`config.mk`:
```
export PLATFORM = sky130hd
export DESIGN_NAME = map_pixel_recolor_rgb565_core_flat
export DESIGN_NICKNAME = d
export VERILOG_FILES = /design/src/rtl/core/mprc_pkg.sv /design/src/rtl/core/mprc_in_if.sv /design/src/rtl/core/mprc_out_if.sv /design/src/rtl/core/map_pixel_recolor_rgb565_core.sv /design/src/flat_wrapper.sv
export SDC_FILE = /design/constraint.sdc
export NUM_CORES = 1
export LEC_CHECK = 0
export BUFFER_PORTS_ARGS = -buffer_cell sky130_fd_sc_hd__buf_2
export CAP_MARGIN = 20
export CORE_UTILIZATION = 25
export CTS_BUF_LIST = sky130_fd_sc_hd__clkbuf_8
export DETAILED_ROUTE_END_ITERATION = 16
export GPL_TIMING_DRIVEN = 1
export SETUP_SLACK_MARGIN = 0.3
export SYNTH_ARGS = -nofsm -noshare
export SYNTH_HDL_FRONTEND = slang
export SYNTH_SLANG_ARGS = --single-unit
```
`constraint.sdc`:
```
create_clock -name i_clk -period 15.85 [get_ports i_clk]
set_clock_uncertainty 0.1 [all_clocks]
set_input_delay 1.585 -clock i_clk [delete_from_list [all_inputs] [get_ports i_clk]]
set_output_delay 1.585 -clock i_clk [all_outputs]
set_load 0.02 [all_outputs]
```
`src/rtl/core/mprc_pkg.sv`:
```
// Package for the map pixel recolor block: field widths, blend and lift
// constants, register indexes and the arithmetic helpers. No dependencies.
`default_nettype none

package mprc_pkg;

    localparam int unsigned CH_W       = 8;
    localparam int unsigned ROW_W      = 12;
    localparam int unsigned PIX_W      = 16;
    localparam int unsigned CFG_IDX_W  = 1;
    localparam int unsigned CFG_DATA_W = 12;
    localparam int unsigned NUM_CH     = 3;
    localparam int unsigned STAGES     = 5;

    typedef enum logic [CFG_IDX_W-1:0] {
        CFG_DETAIL_ENABLE = 1'b0,
        CFG_IMAGE_ROWS    = 1'b1
    } t_cfg_idx;

    localparam logic            RST_DETAIL_ENABLE = 1'b0;
    localparam logic [ROW_W-1:0] RST_IMAGE_ROWS   = 12'd240;

    // Blend weights, x/255 each
    localparam logic [15:0] TINT_ALPHA = 16'd72;
    localparam logic [15:0] TINT_KEEP  = 16'd183;
    localparam logic [15:0] BACK_ALPHA = 16'd118;
    localparam logic [15:0] BACK_KEEP  = 16'd137;
    localparam logic [15:0] ROUND_255  = 16'd127;

    localparam logic [CH_W-1:0] TINT [NUM_CH] = '{8'd10, 8'd49, 8'd66};
    localparam logic [CH_W-1:0] BACK [NUM_CH] = '{8'd6, 8'd16, 8'd23};
    localparam logic [CH_W-1:0] BASE [NUM_CH] = '{8'd30, 8'd48, 8'd56};

    localparam logic [15:0] LUMA_KR = 16'd77;
    localparam logic [15:0] LUMA_KG = 16'd150;
    localparam logic [15:0] LUMA_KB = 16'd29;

    localparam logic [CH_W-1:0] LUMA_MIN   = 8'd70;
    localparam logic [CH_W-1:0] SPREAD_MAX = 8'd64;

    // lift = (luma - 70) * 72 / 185; the divide is a multiply by ceil(2^24/185)
    localparam int unsigned LNUM_W      = 14;
    localparam int unsigned LPROD_W     = 31;
    localparam int unsigned LIFT_W      = 7;
    localparam int unsigned LIFT_SHIFT  = 24;
    localparam logic [LNUM_W-1:0]  LIFT_MUL   = 14'd72;
    localparam logic [LPROD_W-1:0] LIFT_RECIP = 31'd90688;

    function automatic logic [15:0] blend1_num(input logic [CH_W-1:0] v,
                                               input logic [CH_W-1:0] tint);
        return 16'(16'(v) * TINT_KEEP) + 16'(16'(tint) * TINT_ALPHA) + ROUND_255;
    endfunction

    function automatic logic [15:0] blend2_num(input logic [CH_W-1:0] a,
                                               input logic [CH_W-1:0] back);
        return 16'(16'(a) * BACK_ALPHA) + 16'(16'(back) * BACK_KEEP) + ROUND_255;
    endfunction

    // floor(x/255) == ((x+1)*257) >> 16 over the 16-bit range used here
    function automatic logic [CH_W-1:0] div255(input logic [15:0] x);
        logic [24:0] p;
        p = 25'(17'(x) + 17'd1) * 25'd257;
        return p[23:16];
    endfunction

endpackage

`default_nettype wire

```
`src/rtl/core/mprc_in_if.sv`:
```
// Input channel of the recolor block: one RGB888 pixel and its row.
// Depends on mprc_pkg.
`default_nettype none

interface mprc_in_if import mprc_pkg::*; ();
    logic             valid;
    logic             ready;
    logic [CH_W-1:0]  red;
    logic [CH_W-1:0]  green;
    logic [CH_W-1:0]  blue;
    logic [ROW_W-1:0] row;

    modport source (output valid, output red, output green, output blue, output row,
                    input ready);
    modport sink   (input valid, input red, input green, input blue, input row,
                    output ready);
endinterface

`default_nettype wire

```
`src/rtl/core/mprc_out_if.sv`:
```
// Output channel of the recolor block: one packed RGB565 pixel.
// Depends on mprc_pkg.
`default_nettype none

interface mprc_out_if import mprc_pkg::*; ();
    logic             valid;
    logic             ready;
    logic [PIX_W-1:0] pixel565;

    modport source (output valid, output pixel565, input ready);
    modport sink   (input valid, input pixel565, output ready);
endinterface

`default_nettype wire

```
`src/rtl/core/map_pixel_recolor_rgb565_core.sv`:
```
// Top level of the map pixel recolor block: two-step tint blend, grey-area
// detail lift and RGB565 packing. Depends on mprc_pkg, mprc_in_if, mprc_out_if.
//
//  channel  | dir | handshake         | payload
//  ---------+-----+-------------------+------------------------------
//  i_pix    | in  | valid/ready       | red, green, blue, row
//  o_pix    | out | valid/ready       | pixel565
//  cfg      | in  | i_cfg_we          | i_cfg_idx, i_cfg_data
//
// Five register stages; one pixel per clock while the output is not stalled.
// Stages: products/spread, first /255 and lift numerator, second blend and
// lift reciprocal multiply, second /255, lift floor and pack.
// Synchronous active-low reset empties the pipeline and loads register defaults.
// A stalled output freezes every stage; nothing is dropped or repeated.
`default_nettype none

module map_pixel_recolor_rgb565_core import mprc_pkg::*; #(
    parameter int unsigned BOTTOM_MARGIN = 40
) (
    input  logic                  i_clk,
    input  logic                  i_rst_n,
    input  logic                  i_cfg_we,
    input  logic [CFG_IDX_W-1:0]  i_cfg_idx,
    input  logic [CFG_DATA_W-1:0] i_cfg_data,
    mprc_in_if.sink               i_pix,
    mprc_out_if.source            o_pix
);

    logic                   r_det_en;
    logic [ROW_W-1:0]       r_rows;
    logic [STAGES-1:0]      r_vld;
    logic                   adv;

    // stage 1
    logic [15:0]            r_s1_num [NUM_CH];
    logic [15:0]            r_s1_luma;
    logic [CH_W-1:0]        r_s1_spread;
    logic                   r_s1_area;
    logic [15:0]            n_s1_num [NUM_CH];
    logic [15:0]            n_s1_luma;
    logic [CH_W-1:0]        n_s1_spread;
    logic                   n_s1_area;
    logic [CH_W-1:0]        lo;
    logic [CH_W-1:0]        hi;
    logic [ROW_W:0]         row_end;

    // stage 2
    logic [CH_W-1:0]        r_s2_a [NUM_CH];
    logic [LNUM_W-1:0]      r_s2_lnum;
    logic                   r_s2_lift_en;
    logic [CH_W-1:0]        luma;
    logic [CH_W-1:0]        ldiff;
    logic                   n_s2_lift_en;

    // stage 3
    logic [15:0]            r_s3_num [NUM_CH];
    logic [LPROD_W-1:0]     r_s3_lprod;
    logic                   r_s3_lift_en;

    // stage 4
    logic [CH_W-1:0]        r_s4_ch [NUM_CH];
    logic [LIFT_W-1:0]      r_s4_lift;
    logic                   r_s4_lift_en;

    // stage 5
    logic [PIX_W-1:0]       r_s5_pix;
    logic [CH_W-1:0]        n_s5_ch [NUM_CH];
    logic [CH_W-1:0]        lift_floor [NUM_CH];

    always_ff @(posedge i_clk) begin
        if (!i_rst_n) begin
            r_det_en <= RST_DETAIL_ENABLE;
            r_rows   <= RST_IMAGE_ROWS;
        end else if (i_cfg_we) begin
            case (i_cfg_idx)
                CFG_DETAIL_ENABLE: r_det_en <= i_cfg_data[0];
                CFG_IMAGE_ROWS:    r_rows   <= i_cfg_data[ROW_W-1:0];
                default: ;
            endcase
        end
    end

    assign adv         = !r_vld[STAGES-1] || o_pix.ready;
    assign i_pix.ready = adv;

    always_ff @(posedge i_clk) begin
        if (!i_rst_n) begin
            r_vld <= '0;
        end else if (adv) begin
            r_vld <= {r_vld[STAGES-2:0], i_pix.valid};
        end
    end

    always_comb begin
        n_s1_num[0] = blend1_num(i_pix.red, TINT[0]);
        n_s1_num[1] = blend1_num(i_pix.green, TINT[1]);
        n_s1_num[2] = blend1_num(i_pix.blue, TINT[2]);
        n_s1_luma   = 16'(16'(i_pix.red) * LUMA_KR) + 16'(16'(i_pix.green) * LUMA_KG)
                    + 16'(16'(i_pix.blue) * LUMA_KB);
        lo = (i_pix.red < i_pix.green) ? i_pix.red : i_pix.green;
        hi = (i_pix.red > i_pix.green) ? i_pix.red : i_pix.green;
        if (i_pix.blue < lo) begin
            lo = i_pix.blue;
        end
        if (i_pix.blue > hi) begin
            hi = i_pix.blue;
        end
        n_s1_spread = hi - lo;
        row_end     = (ROW_W+1)'(i_pix.row) + (ROW_W+1)'(BOTTOM_MARGIN);
        n_s1_area   = r_det_en && (row_end < (ROW_W+1)'(r_rows));
    end

    always_comb begin
        luma         = r_s1_luma[15:8];
        ldiff        = luma - LUMA_MIN;
        n_s2_lift_en = r_s1_area && (luma > LUMA_MIN) && (r_s1_spread < SPREAD_MAX);
    end

    always_comb begin
        for (int c = 0; c < NUM_CH; c++) begin
            lift_floor[c] = BASE[c] + CH_W'(r_s4_lift);
            n_s5_ch[c]    = (r_s4_lift_en && (r_s4_ch[c] < lift_floor[c])) ?
                            lift_floor[c] : r_s4_ch[c];
        end
    end

    always_ff @(posedge i_clk) begin
        if (adv) begin
            r_s1_num     <= n_s1_num;
            r_s1_luma    <= n_s1_luma;
            r_s1_spread  <= n_s1_spread;
            r_s1_area    <= n_s1_area;

            for (int c = 0; c < NUM_CH; c++) begin
                r_s2_a[c]   <= div255(r_s1_num[c]);
                r_s3_num[c] <= blend2_num(r_s2_a[c], BACK[c]);
                r_s4_ch[c]  <= div255(r_s3_num[c]);
            end
            r_s2_lnum    <= LNUM_W'(ldiff) * LIFT_MUL;
            r_s2_lift_en <= n_s2_lift_en;

            r_s3_lprod   <= LPROD_W'(r_s2_lnum) * LIFT_RECIP;
            r_s3_lift_en <= r_s2_lift_en;

            r_s4_lift    <= r_s3_lprod[LIFT_SHIFT+LIFT_W-1:LIFT_SHIFT];
            r_s4_lift_en <= r_s3_lift_en;

            r_s5_pix     <= {n_s5_ch[0][7:3], n_s5_ch[1][7:2], n_s5_ch[2][7:3]};
        end
    end

    assign o_pix.valid    = r_vld[STAGES-1];
    assign o_pix.pixel565 = r_s5_pix;

    a_rst_empty: assert property (@(posedge i_clk)
        !i_rst_n |=> (r_vld == '0))
        else $error("pipeline not empty after reset");

    a_stall_freeze: assert property (@(posedge i_clk) disable iff (!i_rst_n)
        (o_pix.valid && !o_pix.ready) |=> $stable(r_vld))
        else $error("pipeline moved during output stall");

    a_lift_range: assert property (@(posedge i_clk) disable iff (!i_rst_n)
        (r_vld[3] && r_s4_lift_en) |-> (r_s4_lift <= 7'd72))
        else $error("detail lift out of range");

    a_lift_needs_luma: assert property (@(posedge i_clk) disable iff (!i_rst_n)
        (r_vld[0] && adv && n_s2_lift_en) |=> (r_s2_lnum <= 14'd13320))
        else $error("lift numerator out of range");

endmodule

`default_nettype wire

```
`src/flat_wrapper.sv`:
```
// flat-port wrapper written by rule: the top's interface ports become plain ports
module map_pixel_recolor_rgb565_core_flat import mprc_pkg::*;
#(
    parameter int unsigned BOTTOM_MARGIN = 40
)
  (i_clk, i_rst_n, i_cfg_we, i_cfg_idx, i_cfg_data, i_pix_valid, i_pix_red, i_pix_green, i_pix_blue, i_pix_row, i_pix_ready, o_pix_valid, o_pix_pixel565, o_pix_ready);
  mprc_in_if i_pix_i ();
  mprc_out_if o_pix_i ();
  input  logic i_clk;
  input  logic i_rst_n;
  input  logic i_cfg_we;
  input  logic [CFG_IDX_W-1:0] i_cfg_idx;
  input  logic [CFG_DATA_W-1:0] i_cfg_data;
  input wire logic [$bits(i_pix_i.valid)-1:0] i_pix_valid;
  input wire logic [$bits(i_pix_i.red)-1:0] i_pix_red;
  input wire logic [$bits(i_pix_i.green)-1:0] i_pix_green;
  input wire logic [$bits(i_pix_i.blue)-1:0] i_pix_blue;
  input wire logic [$bits(i_pix_i.row)-1:0] i_pix_row;
  output wire logic [$bits(i_pix_i.ready)-1:0] i_pix_ready;
  output wire logic [$bits(o_pix_i.valid)-1:0] o_pix_valid;
  output wire logic [$bits(o_pix_i.pixel565)-1:0] o_pix_pixel565;
  input wire logic [$bits(o_pix_i.ready)-1:0] o_pix_ready;
  assign i_pix_i.valid = i_pix_valid;
  assign i_pix_i.red = i_pix_red;
  assign i_pix_i.green = i_pix_green;
  assign i_pix_i.blue = i_pix_blue;
  assign i_pix_i.row = i_pix_row;
  assign i_pix_ready = i_pix_i.ready;
  assign o_pix_valid = o_pix_i.valid;
  assign o_pix_pixel565 = o_pix_i.pixel565;
  assign o_pix_i.ready = o_pix_ready;
  map_pixel_recolor_rgb565_core #(.BOTTOM_MARGIN(BOTTOM_MARGIN)) u_core (.i_clk(i_clk), .i_rst_n(i_rst_n), .i_cfg_we(i_cfg_we), .i_cfg_idx(i_cfg_idx), .i_cfg_data(i_cfg_data), .i_pix(i_pix_i), .o_pix(o_pix_i));
endmodule
```
==> results.sh <==
export IMPL_io_pins=72
export IMPL_cp_data_arrival_time_ns=7.20
export IMPL_syn2layout_area_growth_pct=11.35
export IMPL_via_count=17324
export IMPL_synth_seq_cells=214
export IMPL_drt_vias_per_instance=4.274
export IMPL_fin_crit_sh=0.4392
export IMPL_place_inst=3972
export IMPL_tns_ns=0
export IMPL_drc=0
export IMPL_nets=3460
export IMPL_finalCriticalPeriod_ns=6.961
export IMPL_place_area_um2=28250
export IMPL_synthCells=2526
export IMPL_crit_required_ns=16.09
export IMPL_core_area_um2=103600
export IMPL_dp_hpwl_um=42500
export IMPL_grt_usage=0.09781
export IMPL_drt_iter0_drc=647
export IMPL_syn_area_per_cell_um2=10.36
export IMPL_chipHeight_um=325.5
export IMPL_max_freq_ghz=0.1437
export IMPL_ctsHtreeMaxLevel=2
export IMPL_gp_congestion=0.8110
export IMPL_cts_post_setup_buffers_inserted=0
export IMPL_synth_top_area_cell="ha_1"
export IMPL_synth_cell_types=66
export IMPL_synth_area_leaders="ha_1 27%, edfxtp_1 22%, fa_1 15%"
export IMPL_drive_above_1_share=0.06175
export IMPL_cts_buffers=44
export IMPL_rsz0062_at_grt="false"
export IMPL_crit_type="input port to flip-flop"
export IMPL_io_buffers=71
export IMPL_rows=118
export IMPL_clk_latency_ns=0.62
export IMPL_cts_root_buf="clkbuf_8"
export IMPL_grt_pass1_vias=17538
export IMPL_syn_area_um2=26160
export IMPL_critPathCaptureType="flip-flop"
export IMPL_cts_resized=0
export IMPL_fin_area_um2=29130
export IMPL_synth_edf_count=196
export IMPL_drtPass1Iterations=8
export IMPL_clkTransAtPathRegs_ns=0.06
export IMPL_hold_viol_final=0
export IMPL_cts_hold_fix_buffers=0
export IMPL_routed_wl_um=50800
export IMPL_relSlewSlack=0.4540
export IMPL_outcome="finished clean"
export IMPL_netlist_area_leader_share=0.2707
export IMPL_antenna_found_initial=2
export IMPL_clkSinkCount=214
export IMPL_initial_core_util=0.2524
export IMPL_grt_pass1_wl_um=85550
export IMPL_die_w_um=325.5
export IMPL_hold_path_class="flip-flop to flip-flop"
export IMPL_ant_nets=0
export IMPL_async_reset_ff_frac=0
export IMPL_maxCapViolations=0
export IMPL_start_kind="input port"
export IMPL_setup_viol=0
export IMPL_yosys_most_used_dff="edfxtp_1"
export IMPL_cp_max_fo=10
export IMPL_grt_max_degree=64
export IMPL_drv_slew=0
export IMPL_die_area_um2=105900
export IMPL_wl_per_cell_um=12.53
export IMPL_cts_max_path_buffers=3
export IMPL_worst_slew_pin_slew_ns=0.8190
export IMPL_synth_seq_area_share=0.2388
export IMPL_syn_nets=3347
export IMPL_cts_tree="built"
export IMPL_final_cell_count_no_fill=4053
export IMPL_synth_yosys_warnings=0
export IMPL_overflow=0
## routing by layer
layer | share of wire | track usage | up-vias
li1 | - | - | 8980
met1 | 0.50 | 0.1322 | 8035
met2 | 0.45 | 0.1601 | 237
met3 | 0.037 | 0.01585 | 70
met4 | 0.020 | 0.02776 | 2
met5 | 0.00024 | 0 | -
## final cells by class
class,instances,area [µm²]
antenna,1,2.502
clock buffer,45,619.3
clock inverter,34,257.7
fill,10942,74510
inverter,411,1550
multi-input combinational,1892,18340
sequential,214,6246
tap,1380,1727
timing repair buffer,76,390.4
## synthesized netlist by cell type, drive strengths merged (52+ instances only)
cell and instances:
a21oi 99, inv 411, xor2 81, xnor2 161
fa 201, nand3 52, ha 566, nor2 124
edfxtp 196, o21ai 61, nand2 110
## cell usage in the layout, fill, tap and decap left out, drive strengths merged, types with 6 or more instances in the layout
cell,n
nor4,14
a21oi,99
or3,8
buf,75
nor2,124
mux2,6
nor2b,24
and2,16
o21a,26
dfxtp,18
nand2b,10
xor2,81
and3,30
o21ai,61
inv,419
fa,201
clkinv,22
a211oi,16
nand2,110
clkbuf,46
edfxtp,196
o31a,8
ha,566
a31oi,9
nand3,52
nor3,49
xnor2,161
a21o,49
o21bai,7
a21boi,19
a211o,6
or2,12
nor3b,8
mux2i,18
o31ai,11
nand4,19
o211ai,11
a31o,7
## registers in the layout (all words and copies together) (netlist names)
signal and count:
u_core.r_s1_num 48, u_core.r_s3_num 45, u_core.r_s2_a 24, u_core.r_s4_ch 24
u_core.o_pix.pixel565 16, u_core.r_rows 12, u_core.r_s2_lnum 11, u_core.r_s1_luma 8
u_core.r_s3_lprod 7, u_core.r_s4_lift 7, u_core.r_vld 5, u_core.r_s1_spread 2
u_core.r_det_en 1, u_core.r_s1_area 1, u_core.r_s2_lift_en 1, u_core.r_s3_lift_en 1
u_core.r_s4_lift_en 1
## metrics by stage
step / hold WS [ns] / worst slack, ns / utilization
after floorplan: 0.3003 / 8.537 / -
after global placement: 0.3052 / 8.308 / 0.2725
after detailed placement: 0.3081 / 8.247 / 0.2725
after CTS: 0.2865 / 8.938 / 0.2810
after global routing: 0.2943 / 8.473 / 0.2811
final: 0.2969 / 8.889 / 0.2811
## cells by family (layout without fill, tap and decap cells)
group	Yosys count	after routing	share of synthesized area
mux	24	24	0.009470
other cells	0	1	0
fa+ha+maj	767	767	0.4245
buf+inv	420	566	0.06026
xor+xnor	242	242	0.08102
compound gates	364	364	0.09178
simple gates	495	495	0.09418
flops	214	214	0.2388
## critical path, stage by stage
cell	delay, ns
buf_2	0.18
ha_1	0.35
ha_1	0.28
inv_1	0.05
fa_1	0.51
inv_1	0.06
fa_1	0.45
ha_1	0.36
xnor2_1	0.22
fa_1	0.46
fa_1	0.51
inv_1	0.05
fa_1	0.47
inv_1	0.05
fa_1	0.47
ha_1	0.24
nor3_1	0.16
o21ai_0	0.18
a31o_2	0.29
a21oi_1	0.18
xnor2_1	0.10
## path summary, 6_finish.rpt
check	start	to	slack [ns]	cells past startpoint
setup / recovery	i_pix_green[4]	u_core.r_s1_luma[12]$_DFFE_PP_	8.89	21
hold / removal	u_core.r_s2_lift_en$_DFFE_PP_	u_core.r_s3_lift_en$_DFFE_PP_	0.30	0
setup reg to reg	u_core.r_s2_a[0][8]$_DFFE_PP_	u_core.r_s3_num[0][30]$_DFFE_PP_	11.16	14
hold reg to reg	u_core.r_s2_lift_en$_DFFE_PP_	u_core.r_s3_lift_en$_DFFE_PP_	0.30	0
Power is not shown: default switching activity piles up to over one toggle a cycle in this logic, so the estimate is an artifact.
